==> src/hw/rtl/safezone_stop_tracker_core_defines.svh <==
// Assertion macros for the stop tracker core.
`ifndef SAFEZONE_STOP_TRACKER_CORE_DEFINES_SVH
`define SAFEZONE_STOP_TRACKER_CORE_DEFINES_SVH
`ifndef NO_ASSERTIONS
`define SSZ_ASSERT_SAME(lbl, clk, rstn, ante, cons) \
    lbl: assert property (@(posedge clk) disable iff (!rstn) (ante) |-> (cons)) \
        else $error("same-cycle check failed");
`define SSZ_ASSERT_NEXT(lbl, clk, rstn, ante, cons) \
    lbl: assert property (@(posedge clk) disable iff (!rstn) (ante) |=> (cons)) \
        else $error("next-cycle check failed");
`else
`define SSZ_ASSERT_SAME(lbl, clk, rstn, ante, cons)
`define SSZ_ASSERT_NEXT(lbl, clk, rstn, ante, cons)
`endif
`endif

==> src/hw/rtl/ssz_pkg.sv <==
`timescale 1ns / 1ps
`default_nettype none
package ssz_pkg;

    localparam int PRICE_W = 32;
    localparam int STOP_W  = 41;
    localparam int COEF_W  = 16;
    localparam int CFG_W   = 16;
    localparam int CFG_AW  = 2;

    localparam logic [CFG_AW-1:0] REG_DIRECTION   = 2'd0;
    localparam logic [CFG_AW-1:0] REG_LOOKBACK    = 2'd1;
    localparam logic [CFG_AW-1:0] REG_HOLD_SPAN   = 2'd2;
    localparam logic [CFG_AW-1:0] REG_COEFFICIENT = 2'd3;

    typedef struct packed {
        logic               first_bar;
        logic [PRICE_W-1:0] bar_high;
        logic [PRICE_W-1:0] bar_low;
    } in_t;

    typedef struct packed {
        logic signed [STOP_W-1:0] stop_price;
        logic [PRICE_W-1:0]       bar_number;
    } out_t;

endpackage
`default_nettype wire

==> src/hw/rtl/ssz_muldiv.sv <==
`timescale 1ns / 1ps
`default_nettype none
module ssz_muldiv #(
    parameter int SUM_W = 39,
    parameter int CNT_W = 7
) (
    input  wire logic                   aclk,
    input  wire logic                   aresetn,
    input  wire logic                   start,
    input  wire logic [ssz_pkg::COEF_W-1:0] coef,
    input  wire logic [SUM_W-1:0]       sum_in,
    input  wire logic [CNT_W-1:0]       cnt_in,
    output logic                        done,
    output logic [SUM_W+7:0]            quot
);
    localparam int P_W = SUM_W + ssz_pkg::COEF_W;
    localparam int Q_W = P_W - 8;
    localparam int SW  = $clog2(Q_W + 1);

    localparam logic [1:0] P_IDLE = 2'd0;
    localparam logic [1:0] P_MUL  = 2'd1;
    localparam logic [1:0] P_DIV  = 2'd2;

    logic [1:0]                  phase_reg, phase_next;
    logic [P_W-1:0]              acc_reg, acc_next;
    logic [ssz_pkg::COEF_W-1:0]  coef_sh_reg, coef_sh_next;
    logic [SUM_W-1:0]            sum_reg, sum_next;
    logic [CNT_W-1:0]            cnt_reg, cnt_next;
    logic [CNT_W-1:0]            rem_reg, rem_next;
    logic [Q_W-1:0]              dvd_reg, dvd_next;
    logic [SW-1:0]               step_reg, step_next;
    logic                        done_reg, done_next;

    logic [P_W-1:0] alu_a, alu_b;
    logic           alu_cin;
    logic [P_W:0]   alu_res;
    logic [CNT_W:0] rem_shift;

    // One adder serves both the shift-add multiply and the restoring divide.
    always_comb begin
        rem_shift = {rem_reg, dvd_reg[Q_W-1]};
        if (phase_reg == P_MUL) begin
            alu_a   = {acc_reg[P_W-2:0], 1'b0};
            alu_b   = coef_sh_reg[ssz_pkg::COEF_W-1] ?
                      {{ssz_pkg::COEF_W{1'b0}}, sum_reg} : '0;
            alu_cin = 1'b0;
        end else begin
            alu_a   = {{(P_W-CNT_W-1){1'b0}}, rem_shift};
            alu_b   = ~{{(P_W-CNT_W){1'b0}}, cnt_reg};
            alu_cin = 1'b1;
        end
        alu_res = {1'b0, alu_a} + {1'b0, alu_b} + {{P_W{1'b0}}, alu_cin};
    end

    always_comb begin
        phase_next   = phase_reg;
        acc_next     = acc_reg;
        coef_sh_next = coef_sh_reg;
        sum_next     = sum_reg;
        cnt_next     = cnt_reg;
        rem_next     = rem_reg;
        dvd_next     = dvd_reg;
        step_next    = step_reg;
        done_next    = 1'b0;
        case (phase_reg)
            P_IDLE: begin
                if (start) begin
                    acc_next     = '0;
                    coef_sh_next = coef;
                    sum_next     = sum_in;
                    cnt_next     = cnt_in;
                    step_next    = '0;
                    phase_next   = P_MUL;
                end
            end
            P_MUL: begin
                acc_next     = alu_res[P_W-1:0];
                coef_sh_next = {coef_sh_reg[ssz_pkg::COEF_W-2:0], 1'b0};
                step_next    = step_reg + SW'(1);
                if (step_reg == SW'(ssz_pkg::COEF_W - 1)) begin
                    dvd_next   = alu_res[P_W-1:8];
                    rem_next   = '0;
                    step_next  = '0;
                    phase_next = P_DIV;
                end
            end
            P_DIV: begin
                rem_next  = alu_res[P_W] ? alu_res[CNT_W-1:0] : rem_shift[CNT_W-1:0];
                dvd_next  = {dvd_reg[Q_W-2:0], alu_res[P_W]};
                step_next = step_reg + SW'(1);
                if (step_reg == SW'(Q_W - 1)) begin
                    done_next  = 1'b1;
                    phase_next = P_IDLE;
                end
            end
            default: begin
                phase_next = P_IDLE;
            end
        endcase
    end

    always_ff @(posedge aclk) begin
        if (!aresetn) begin
            phase_reg <= P_IDLE;
            done_reg  <= 1'b0;
        end else begin
            phase_reg <= phase_next;
            done_reg  <= done_next;
        end
        acc_reg     <= acc_next;
        coef_sh_reg <= coef_sh_next;
        sum_reg     <= sum_next;
        cnt_reg     <= cnt_next;
        rem_reg     <= rem_next;
        dvd_reg     <= dvd_next;
        step_reg    <= step_next;
    end

    assign done = done_reg;
    assign quot = dvd_reg;

endmodule
`default_nettype wire

==> config.mk <==
export PLATFORM = sky130hd
export DESIGN_NAME = ssz_muldiv
export DESIGN_NICKNAME = d
export VERILOG_FILES = /design/src/hw/rtl/safezone_stop_tracker_core_defines.svh /design/src/hw/rtl/ssz_pkg.sv /design/src/hw/rtl/ssz_muldiv.sv
export SDC_FILE = /design/constraint.sdc
export NUM_CORES = 1
export LEC_CHECK = 0
export ABC_AREA = 1
export BUFFER_PORTS_ARGS = -buffer_cell sky130_fd_sc_hd__buf_2
export CORE_ASPECT_RATIO = 0.5
export CORE_MARGIN = 4
export CORE_UTILIZATION = 57
export CTS_CLUSTER_SIZE = 20
export DETAILED_ROUTE_END_ITERATION = 10
export PLACE_DENSITY = 0.74
export SLEW_MARGIN = 15
export SYNTH_ARGS = -nofsm -noshare
export SYNTH_HDL_FRONTEND = slang
export SYNTH_SLANG_ARGS = --single-unit
==> constraint.sdc <==
create_clock -name aclk -period 7.5 [get_ports aclk]
set_clock_uncertainty 0.2 [all_clocks]
set_input_delay 0.375 -clock aclk [delete_from_list [all_inputs] [get_ports aclk]]
set_output_delay 0.375 -clock aclk [all_outputs]
set_load 0.005 [all_outputs]
==> reports/results.ini <==
[die]
dieArea_um2=24400
die_h_um=112
initial_core_util_pct=59.2
io_pins=113
fp-row-count=37
coreArea_um2=21000
die_w_um=217

[hold_path]
hp-class=primary input to flip-flop
min_path_cells=3

[placement]
portBuffers=112
post-place-ws_ps=2960
place_inst=2111
dp_hpwl_um=29500
gp_congestion=1.03

[critical_path]
start_kind=flip-flop
critPathMaxFanout=52
crit_type=flip-flop to flip-flop
crit_path_end_kind=flip-flop
required_ps=7460
r2r_cells=16
worstPathArrival_ps=4790

[cts]
clk_pin_slew_worst_paths_ps=70
clock_path_buffers=2
post_cts_buffers=0
h-tree-depth=4
cts_buffers=17
clk_latency_ps=460
cts_sinks=179
ctsResizeCount=0
cts_tree=yes
cts-root-buf=clkbuf_16

[flow_run]
drv_cap=0

[finish]
area_delta_synth_final_pct=15.3
layout.cells.non_filler=2201
largest_reg_flops=54
nFillCells=1725
layout_commonest_cell=nand2_1
layout_common_cells=nand2_1 (711), inv_1 (318), edfxtp_1 (176), nor2_1 (156), buf_2 (112)
drive_gt1_share_pct=11.2
nets=2008

[sta]
finalCritPeriodShare_pct=64.3
finalHoldViolCount=0
setup_viol=0
period_minus_slack_ps=4830
slew_headroom_pct=21.6
rsz0062_at_grt=no
drv_slew=0
timing.final.ws_setup_ps=2670
setup-tns-final_ps=0
max_freq_ghz=0.207
whs_ps=11.5
tightest_slew_ps=1180

[grt]
antenna_found_initial=1
grt_max_degree=77
grt_pass1_vias=11200
grt_pass1_wl_um=62500
grt-ovfl-total=0
grt.total_usage_pct=33.6

[drt]
drtPass1Iterations=6
routed_wl_um=40900
vias=11900
ant_nets=0
drc=0
first_iter_violations=1469
wire_per_inst_um=18.6
vias_per_cell=5.40

[synth]
synthDistinctLibCells=40
synth_edf_count=176
syn-instance-count=1739
ys_ff_latch=179
syn_area_um2=12400
synth_warnings=0
syn_area_per_cell_um2=7.14
synthFlopType=edfxtp_1
synth_fp_nets=1851
ys_async_sr_fraction_pct=0
yosysSeqAreaShare_pct=43.0

[status]
outcome=finished clean

-- per-layer routing --
metal / GRT usage [%] / wire [um]
met3: 10.2 / 4570
met1: 48.8 / 18400
met4: 8.27 / 939
met5: 0 / 0
met2: 49.6 / 16900
-- synthesized netlist by cell type (4+ instances only) --
library cell / count / area (um2)
a21boi_0: 8 / 60.1
a21oi_1: 26 / 130
a21oi_2: 4 / 35.0
buf_1: 6 / 22.5
clkbuf_1: 25 / 93.8
edfxtp_1: 176 / 5290
ha_1: 46 / 576
inv_1: 319 / 1200
inv_2: 4 / 15.0
nand2_1: 711 / 2670
nand2_2: 13 / 81.3
nand3_1: 86 / 430
nand3_2: 8 / 80.1
nand4_1: 18 / 113
nor2_1: 156 / 586
nor2_2: 16 / 100
nor2_4: 9 / 101
nor3_1: 4 / 20.0
o21ai_0: 38 / 190
o21ai_1: 5 / 25.0
xnor2_1: 23 / 201
xor2_1: 10 / 87.6
-- area by class of cell --
| cell class | instances | area [um2] | share of cell area [%] |
|---|---|---|---|
| Antenna cell | 1 | 2.50 | 0.0175 |
| Clock inverter | 12 | 83.8 | 0.585 |
| Clock buffer | 19 | 433 | 3.02 |
| Sequential cell | 179 | 5350 | 37.3 |
| Timing Repair Buffer | 178 | 1200 | 8.38 |
| Inverter | 323 | 1210 | 8.48 |
| Tap cell | 292 | 365 | 2.55 |
| Multi-Input combinational cell | 1197 | 5680 | 39.7 |
-- stage by stage --
step                      util [%]  area [um2]
final                         68.3       14300
after global routing          68.3       14300
after CTS                     68.3       14300
after detailed placement      63.1       13200
after global placement        63.1       13200
after floorplan                  -       12400
-- repair_timing --
item | in CTS | in global routing
hold endpoints to repair | 59 | 1
setup endpoints to repair | 0 | 0
hold buffers | 57 | 1
-- cells by family (layout without fill, tap and decap cells) --
| kind of cell | after synthesis | count (layout) | synth area share (%) |
|---|---|---|---|
| simple gates | 1031 | 1031 | 34.4 |
| buf+inv | 363 | 532 | 11.5 |
| flops | 179 | 179 | 43.0 |
| compound gates | 86 | 86 | 3.98 |
| fa+ha+maj | 47 | 47 | 4.79 |
| xor+xnor | 33 | 33 | 2.33 |
| other cells | 0 | 1 | 0 |
-- worst max-delay path, cell delays in order, from the launching register on --
cell     delay (ps)
dfxtp_1         330
inv_1           130
ha_2            900
buf_4           590
o21ai_0         280
ha_1            440
nand2_1         120
nor2_1          340
nand2_1         100
nand2_1         200
nand2_1          70
nand2_1         220
nand3_1         230
nand2_1         120
nand2_1          60
nand2_1         110
nor2_1           60
-- path summary, 6_finish.rpt --
check / from / slack (ps) / end
worst max register to register: phase_reg[1]$_SDFFE_PN0P_ / 2670 / acc_reg[28]$_SDFFCE_PP0P_
worst min-delay path: coef[1] / 10 / coef_sh_reg[1]$_DFFE_PP_
worst max-delay path: phase_reg[1]$_SDFFE_PN0P_ / 2670 / acc_reg[28]$_SDFFCE_PP0P_
worst min register to register: coef_sh_reg[2]$_DFFE_PP_ / 340 / coef_sh_reg[3]$_DFFE_PP_
Power is not shown: default switching activity piles up to over one toggle a cycle in this logic, so the estimate is an artifact.
